===== config.mk =====
export PLATFORM = sky130hd
export DESIGN_NAME = kpt_cell
export DESIGN_NICKNAME = d
export VERILOG_FILES = /design/src/kpt_pkg.sv /design/src/kpt_cell.sv
export SDC_FILE = /design/constraint.sdc
export NUM_CORES = 1
export LEC_CHECK = 0
export ABC_AREA = 1
export BUFFER_PORTS_ARGS = -buffer_cell sky130_fd_sc_hd__buf_2
export CORE_AREA = 10 10 116 197
export CTS_CLUSTER_SIZE = 24
export DETAILED_ROUTE_END_ITERATION = 8
export DIE_AREA = 0 0 126 207
export PLACE_DENSITY = 0.76
export SYNTH_ARGS = -nofsm -noshare
export SYNTH_HDL_FRONTEND = slang
export SYNTH_SLANG_ARGS = --single-unit

===== constraint.sdc =====
create_clock -name clock -period 4.3 [get_ports clock]
set_input_delay 1.075 -clock clock [delete_from_list [all_inputs] [get_ports clock]]
set_output_delay 1.075 -clock clock [all_outputs]
set_load 0.02 [all_outputs]

===== src/kpt_pkg.sv =====
// ----------------------------------------------------------------------------
// kpt_pkg: shared types and constants for the keyed price table
// Table depth, field widths, stream packing widths and the token that walks
// down the cell chain.
// ----------------------------------------------------------------------------
package kpt_pkg;

   localparam int ENTRIES     = 64;
   localparam int FIELD_W     = 31;
   localparam int REQ_TDATA_W = 64;
   localparam int RSP_TDATA_W = 96;

   typedef logic [FIELD_W-1:0] word_type;

   // One request in flight along the chain, with the running max and min.
   typedef struct packed {
      logic     done;
      logic     any;
      word_type stamp;
      word_type amount;
      word_type hi;
      word_type lo;
   } tok_type;

endpackage


===== src/kpt_cell.sv =====
// ----------------------------------------------------------------------------
// kpt_cell: one table entry of the price chain
// Holds one stamp/amount pair. A passing request updates the entry on a stamp
// match or claims it when free, then folds the entry's amount into the
// running max and min before handing the request to the next cell.
// ----------------------------------------------------------------------------
module kpt_cell
   import kpt_pkg::*;
(
   input  logic    clock,
   input  logic    reset,
   input  logic    advance,
   input  logic    prev_valid,
   input  tok_type prev_tok,
   output logic    next_valid,
   output tok_type next_tok
);

   logic     used_ff, used_in;
   word_type stamp_ff, stamp_in;
   word_type amount_ff, amount_in;
   logic     valid_ff, valid_in;
   tok_type  tok_ff, tok_in;
   logic     hit, take;

   always_comb begin
      hit  = prev_valid && !prev_tok.done && used_ff && (stamp_ff == prev_tok.stamp);
      take = prev_valid && !prev_tok.done && !used_ff;

      used_in   = used_ff | take;
      stamp_in  = take ? prev_tok.stamp : stamp_ff;
      amount_in = (hit || take) ? prev_tok.amount : amount_ff;

      valid_in    = prev_valid;
      tok_in      = prev_tok;
      tok_in.done = prev_tok.done | hit | take;
      // fold this entry in, using the amount it holds after the update
      if (used_in) begin
         tok_in.any = 1'b1;
         if (!prev_tok.any) begin
            tok_in.hi = amount_in;
            tok_in.lo = amount_in;
         end else begin
            if (amount_in > prev_tok.hi) tok_in.hi = amount_in;
            if (amount_in < prev_tok.lo) tok_in.lo = amount_in;
         end
      end
   end

   always_ff @(posedge clock) begin
      if (reset) begin
         used_ff  <= 1'b0;
         valid_ff <= 1'b0;
      end else if (advance) begin
         used_ff  <= used_in;
         valid_ff <= valid_in;
      end
   end

   always_ff @(posedge clock) begin
      if (advance) begin
         stamp_ff  <= stamp_in;
         amount_ff <= amount_in;
         tok_ff    <= tok_in;
      end
   end

   assign next_valid = valid_ff;
   assign next_tok   = tok_ff;

endmodule


== After elaboration in Yosys (flattened, before gate mapping) ==
Cells that the tools add are included.

* Output and inout bits: 127
* Bits of input ports: 130
* Bits in registers: 190
* Word-level logic and storage cells: 29

* Reduce and logical (&&, ||, !) cells: 8
* Bitwise gates (word level): 3
* Equal/unequal tests: 1
* Multiplexer cells: 5
* Order comparisons: 2

{| class="wikitable"
|+ Operators with widths
! cell !! number
|-
| 62-bit two-way mux || 2
|-
| 31-bit two-way mux || 3
|-
| 31-bit == test || 1
|-
| 31-bit > comparator || 1
|-
| 31-bit less-than comparator || 1
|-
| 1-bit logical AND || 4
|-
| 1-bit OR || 3
|-
| 1-bit logical NOT || 2
|-
| 2-bit AND reduction || 1
|-
| 1-bit logical OR || 1
|}

== Logic depth before layout (Yosys ltp) ==
Gate-level depths: netlist of run 1.

* Depth after elaboration: 10
* Depth in mapped cells: 28
* Depth with buffers taken out: 26

== Worst setup path after synthesis of run 1 ==
No wires, ideal clock.

* Path type: input port to flip-flop
* Start point: input prev_tok[105] (netlist name)
* End point: register tok_ff (netlist bit next_tok[31]), data pin
* Stages: 17
* Arrival time: 3.878 ns
* Slack: 0.162 ns
* Cells stage by stage: xnor2_1 > nand2_1 > nor2_1 > nand2_1 > nor2_1 > nand2_2 > nand2_4 > buf_2 > mux2_2 > ha_1 > nand2_1 > or4_1 > nor4_1 > a21oi_1 > o21ai_2 > buf_2 > o21ai_0

{| class="wikitable"
|+ RTL lines
! element !! line !! source
|-
| start, declared || kpt_cell.sv:14 || <nowiki>input tok_type prev_tok,</nowiki>
|-
| end signal, assigned || kpt_cell.sv:64 || <nowiki>tok_ff <= tok_in;</nowiki>
|-
| end, declared || kpt_cell.sv:23 || <nowiki>tok_type tok_ff, tok_in;</nowiki>
|}

==> out/metrics.csv, run 1 <==
stage,metric,value,unit
pwr,p_total,4.955,mW
critical_path,critPathMaxFanout,8,
die,num_rows,68,
clocking,clock_sink_count,190,
synth,synth_most_common_cell,edfxtp_1,
critical_path,reg2reg_slack,0.30,ns
timing,skew,0.01090,ns
critical_path,crit_arrival,4.59,ns
critical_path,crit_path_start_kind,primary input,
drt,antenna_left,0,
placed_design,hpwl,19890,um
critical_path,r2r-start,stamp_ff[29],
clocking,clkTransAtPathRegs,0.07,ns
critical_path,cp-end-kind,register,
outcome,violations,setup timing,
placed_design,gp_congestion,0.8219,
pwr,seq_power_share,45.2,%
drt,finalWirelength,27160,um
die,io_pins,257,
synth,netlist_instances,823,
drt,drt_first_pass_iters,6,
flow_run,max_cap_violations,0,
synth,yosys.area.top_type_share,61.02,%
clocking,cts-root-buf,clkbuf_16,
synth,synthTopCellsByCount,"edfxtp_1, nand2_1, inv_1",
timing,min_period_over_period,100.1,%
global_route,grt_pass1_wl,39330,um
drt,wl_per_cell,18.81,um
clocking,hold_buffers,0,
cells_and_area,post_route_cells_drive_above_1_share,45.99,%
global_route,grtUsageTotal,19.17,%
drt,vias_per_cell,5.059,
timing,drv_slew,0,
die,die_w,126,um
cells_and_area,fin_util,65.26,%
pwr,p_sw_share,26.55,%
global_route,grt-ovfl-total,0,
drt,vias,7305,
timing,fin_ws,-0.006418,ns
global_route,grt_max_degree,108,
timing,relSlewSlack,59.35,%
pwr,switching_power,1.316,mW
global_route,grt_pass1_vias,7418,
timing,hold_violations,0,
cells_and_area,layout.nets,1374,
synth,yosys_warnings,0,
pwr,clkPwrFrac,34.0,%
pwr,p_leak,5.966,nW
die,coreArea,0.01957,mm^2
pwr,ir_worst_vdd,0.3296,mV
synth,syn_area,0.009251,mm^2
outcome,status,"complete, but fails checks",
timing,fmax,0.2322,GHz
cells_and_area,area_growth,38.03,%
min_path,hold_class,register to register,
global_route,antenna_found_initial,7,
clocking,cts_tree,built,
drt,drc,0,
clocking,htree_levels,4,
pwr,p_int,3.639,mW
clocking,numCtsBuffers,17,
timing,hold_ws,0.5251,ns
synth,synth_nets,1014,
critical_path,cp-startpoint,prev_tok[108],
drt,met1Wirelength,9628,um
die,die_area,0.02608,mm^2
placed_design,pre_cts_ws,-0.5771,ns
drt,drtIter0Drc,465,
synth,async_reset_ff_share,0,%
synth,synth_edf_count,188,
drt,highest_layer,met5,
synth,ys_types,33,
die,die_y,207,um
drt,met2_length,14940,um
pwr,power_density,388.0,mW/mm^2
pwr,comb_power_share,20.8,%
critical_path,r2r_end,next_tok[53],
timing,max_slew.worst_pin.slew,0.6097,ns
placed_design,portBuffers,256,
die,start_util,47.28,%
timing,report.final.setup_viol,4,
critical_path,rr_worst_depth,24,
min_path,holdCritStartpoint,used_ff,
synth,synth_ff_type,edfxtp_1,
synth,yosys.area.top_type,edfxtp_1,
clocking,clk_path_buf_depth,2,
synth,ys_seq_area_share,61.46,%
synth,syn_area_per_cell,11.24,um^2
synth,synth_area_leaders,"edfxtp_1, ha_1, nand2_1, inv_1, mux2_2",
drt,wl_met3,1621,um
synth,ys_seq_elements,190,
timing,fin_crit,4.306,ns
min_path,min_delay_path_depth,2,
critical_path,required,4.58,ns
critical_path,crit_end,next_tok[53],
critical_path,worstSetupPathType,primary input to register,
clocking,clk_latency,0.44,ns
timing,rsz0062_at_grt,yes,
-- metrics by stage --
step / instance area (um^2) / cells / TNS [ns]
detailed placement: 11470 / 1395 / -32.85
CTS: 12120 / 1427 / 0
global placement: 11470 / 1395 / -29.01
global route: 12770 / 1443 / -10.17
floorplan: 9251 / 823 / 0
finish: 12770 / 1444 / -0.01135
-- layout by cell type (no fill, tap or decap), types with 4 or more instances in the layout --
cell	Yosys	layout
a21oi_1	58	35
a21oi_2	0	21
buf_12	3	9
buf_2	9	241
buf_4	3	87
buf_6	0	15
bufinv_16	0	4
clkbuf_1	3	4
clkbuf_16	0	21
edfxtp_1	188	188
ha_1	61	58
inv_1	129	117
inv_2	1	13
mux2_2	30	25
mux2_4	0	5
nand2_1	163	141
nand2_2	33	55
nand3_1	38	38
nand4_1	5	5
nor2_1	57	38
nor2_2	2	17
nor2_4	0	4
o21ai_0	9	6
xnor2_2	0	5
-- flip-flops by register name, indices dropped and copies added (netlist names) --
name / count
next_tok: 126
amount_ff: 31
stamp_ff: 31
next_valid: 1
used_ff: 1
-- worst min path at each step --
stage / endpoint
floorplan: used_ff
global placement: next_valid
detailed placement: used_ff
CTS: used_ff
global route: used_ff
finish: used_ff
-- power groups by stage --
stage | logic (mW) | registers, mW | clock network, mW
4_1_cts | 0.930 | 2.24 | 1.71
6_report | 1.03 | 2.24 | 1.69
2_1_floorplan | 0.359 | 2.41 | 0
3_3_place_gp | 0.901 | 2.27 | 0
5_1_grt | 1.12 | 2.25 | 1.77
3_5_place_dp | 0.922 | 2.28 | 0
-- layout make-up --
| class | count | area (um^2) |
|---|---|---|
| Antenna cell | 3 | 7.507 |
| Clock buffer | 23 | 467.9 |
| Clock inverter | 9 | 156.4 |
| Fill cell | 1518 | 6799 |
| Inverter | 131 | 491.7 |
| Multi-Input combinational cell | 484 | 3301 |
| Sequential cell | 190 | 5685 |
| Tap cell | 245 | 306.5 |
| Timing Repair Buffer | 359 | 2354 |
-- timing repair --
item                                    in CTS  in global routing
endpoints found under the hold margin        0                  0
endpoints found under the setup margin      61                 62
cloned                                       0                  6
pin swaps                                    0                 56
resized for setup                            5                130
buffers inserted                             0                  8
-- logic make-up (layout without fill, tap and decap cells) --
kind of cell | after synthesis | after routing | share of synthesized area [%]
simple gates | 309 | 309 | 14.67
flops | 190 | 190 | 61.46
buf+inv | 149 | 522 | 6.816
compound gates | 77 | 77 | 4.490
fa+ha+maj | 61 | 61 | 8.250
mux | 30 | 30 | 3.652
xor+xnor | 7 | 7 | 0.6627
other cells | 0 | 3 | 0
-- critical path, stage by stage --
cell and delay, ns:
buf_2 0.11, inv_1 0.04, nand2_1 0.05, nand2_1 0.06, inv_1 0.07, nand2_1 0.06, nor2_2 0.12, nand2_2 0.07
nor2_2 0.09, nand2_2 0.08, nand2_4 0.11, buf_6 0.12, buf_12 0.13, buf_8 0.13, mux2_4 0.34, ha_4 0.26
nand4_1 0.14, nor3_2 0.21, nand4_1 0.18, nor4_2 0.34, a21oi_2 0.08, o21ai_4 0.22, buf_12 0.17, buf_6 0.15
nor2_1 0.05, a21oi_1 0.14
-- metal layers --
| layer | track usage [%] | vias to the layer above |
|---|---|---|
| li1 | - | 3505 |
| met1 | 19.52 | 3472 |
| met2 | 35.35 | 260 |
| met3 | 4.934 | 60 |
| met4 | 8.573 | 8 |
| met5 | 0 | - |
(Power assumes the default switching activity.)
==> run 2: changes to the inputs <==
--- a/config.mk
+++ b/config.mk
@@ -7,11 +7,11 @@
 export LEC_CHECK = 0
 export ABC_AREA = 1
 export BUFFER_PORTS_ARGS = -buffer_cell sky130_fd_sc_hd__buf_2
-export CORE_AREA = 10 10 116 197
+export CORE_AREA = 10 10 108 182
 export CTS_CLUSTER_SIZE = 24
 export DETAILED_ROUTE_END_ITERATION = 8
-export DIE_AREA = 0 0 126 207
-export PLACE_DENSITY = 0.76
+export DIE_AREA = 0 0 118 192
+export PLACE_DENSITY = 0.85
 export SYNTH_ARGS = -nofsm -noshare
 export SYNTH_HDL_FRONTEND = slang
 export SYNTH_SLANG_ARGS = --single-unit
==> constraint.sdc (replaced) <==
create_clock -name clock -period 5.14 [get_ports clock]
set_input_delay 1.285 -clock clock [delete_from_list [all_inputs] [get_ports clock]]
set_output_delay 1.285 -clock clock [all_outputs]
set_load 0.02 [all_outputs]
==> run 2 against run 1 <==
  * The flow now finishes without violations
  * Hold slack lost 0.033 ns
  * Routed wire length shrank 8.9%
  * Final area shrank 11%
  * First-iteration DRC count shrank 20%
  * Die area shrank 13%
  * Global-route usage grew 2.0 points
  * Total power shrank 22%
  * Critical path type unchanged
  * Utilization grew 4.0 points
  * Sequential power shrank 17%
==> out/metrics.csv, run 2 (same netlist as run 1, synthesis figures left out) <==
stage,metric,value,unit
outcome,status,finished clean,
pwr,p_sw_share,28.21,%
timing,hold_ws,0.4924,ns
global_route,grt-ovfl-total,0,
clocking,postCtsSetupRepairBufs,0,
pwr,switching_power,1.094,mW
pwr,comb_power_share,17.7,%
die,coreArea,0.01645,mm^2
drt,antenna_left,0,
clocking,cts_tree,built,
cells_and_area,stdcell_count,1330,
timing,max_slew.worst_pin.slew,1.039,ns
timing,fin_crit,4.777,ns
cells_and_area,fin_area,0.01139,mm^2
clocking,clk_path_buf_depth,2,
clocking,cts-root-buf,clkbuf_16,
drt,drc,0,
min_path,hold_class,register to register,
critical_path,required,5.33,ns
timing,skew,0.01158,ns
timing,relSlewSlack,30.72,%
placed_design,dpl_cell_area,0.01079,mm^2
cells_and_area,final_cell_mix,"buf_2, edfxtp_1, nand2_1, inv_1, ha_1",
global_route,grt_max_degree,81,
pwr,p_total,3.877,mW
timing,rsz0062_at_grt,no,
die,start_util,56.25,%
placed_design,gp_congestion,0.8629,
cells_and_area,layout_commonest_cell,buf_2,
die,io_pins,257,
placed_design,portBuffers,256,
clocking,numCtsBuffers,17,
pwr,power_density,340.5,mW/mm^2
critical_path,critPathMaxFanout,18,
die,die_area,0.02266,mm^2
die,die_y,192,um
cells_and_area,post_route_cells_drive_above_1_share,33.61,%
critical_path,cp-end-kind,register,
clocking,clk_latency,0.44,ns
global_route,antenna_found_initial,4,
flow_run,max_cap_violations,0,
global_route,grtUsageTotal,21.12,%
drt,finalWirelength,24750,um
critical_path,worstSetupPathType,primary input to register,
clocking,htree_levels,4,
timing,hold_violations,0,
pwr,ir_worst_vdd,0.2462,mV
cells_and_area,area_growth,23.07,%
global_route,grt_pass1_wl,37320,um
timing,drv_slew,0,
die,num_rows,62,
timing,fin_ws,0.3629,ns
clocking,clkTransAtPathRegs,0.07,ns
placed_design,pre_cts_ws,-0.2524,ns
pwr,seq_power_share,48.3,%
global_route,grt_pass1_vias,7240,
timing,min_period_over_period,92.94,%
pwr,clkPwrFrac,34.0,%
placed_design,dp.cells,1296,
drt,drtIter0Drc,373,
critical_path,crit_path_start_kind,primary input,
critical_path,reg2reg_slack,0.97,ns
placed_design,hpwl,18920,um
die,die_w,118,um
drt,wl_per_cell,18.61,um
timing,report.final.setup_viol,0,
pwr,p_leak,5.339,nW
cells_and_area,layout.nets,1282,
timing,fmax,0.2093,GHz
drt,vias_per_cell,5.210,
drt,drt_first_pass_iters,5,
drt,vias,6929,
pwr,p_int,2.784,mW
critical_path,crit_arrival,4.96,ns
cells_and_area,largest_register_ffs,126,
clocking,clock_sink_count,190,
## run 2: cell types whose count changed in the layout (fill, tap and decap cells not counted), moves of 8 or more
cell,before,now
nor2_2,17,3
buf_4,87,10
inv_1,117,129
nor2_1,38,56
inv_2,13,1
a21oi_1,35,58
nand2_2,55,33
buf_2,241,255
a21oi_2,21,0
nand2_1,141,163
buf_12,9,1
buf_6,15,1
## run 2: final cells by class
type	instances	area (um^2)
well taps	224	280.3
inverters	131	491.7
flip-flops and latches	190	5685
repair buffers	267	1383
clock inverters	13	151.4
diodes	2	5.005
fillers	1237	5060
multi-input cells	484	2947
clock buffers	19	442.9
## run 2: critical path, cell delays in order
cell	delay, ns
buf_2	0.13
nor2_2	0.17
nand4_1	0.09
nor2_1	0.14
nand2_1	0.12
nor2_2	0.11
nand2_2	0.08
nand2_4	0.24
mux2_2	0.42
ha_1	0.31
nand2_1	0.08
or4_1	0.59
nor4_1	0.49
nand2_1	0.14
nand2_2	0.10
nand2_4	0.07
buf_4	0.21
nand3_1	0.11
nand2_1	0.06
## run 2: path summary, 6_finish.rpt
path	from	cells after the start	endpoint
worst max register to register	stamp_ff[5]	20	next_tok[3]
worst min-delay path	next_valid	2	next_valid
worst max-delay path	prev_tok[125]	19	next_tok[3]
worst min register to register	next_valid	2	next_valid
## run 2: per-layer routing
layer  up-vias  global-route usage, %  routed length (um)
met1      3297                  21.05                8728
met3        50                  5.704                1630
met4         4                  9.408                 703
li1       3322                      -                   -
met2       256                  39.99               13660
met5         -                      0                  27
## run 2: per-stage QoR
| stage | setup TNS (ns) | utilization (%) |
|---|---|---|
| 2_1_floorplan | 0 | - |
| 3_3_place_gp | -7.680 | 65.58 |
| 3_5_place_dp | -6.763 | 65.58 |
| 4_1_cts | 0 | 69.20 |
| 5_1_grt | 0 | 69.22 |
| 6_report | 0 | 69.23 |
## run 2: power by group through the flow
stage	Clock [mW]	Sequential, mW	Combinational, mW
after floorplan	0	2.02	0.301
after global placement	0	1.90	0.661
after detailed placement	0	1.91	0.682
after CTS	1.34	1.87	0.689
after global routing	1.38	1.88	0.755
final	1.32	1.87	0.685
## run 2: what timing repair did
action / 4_1_cts / 5_1_grt
hold buffers: 0 / 0
setup endpoints to repair: 0 / 6
resized for setup: 0 / 1
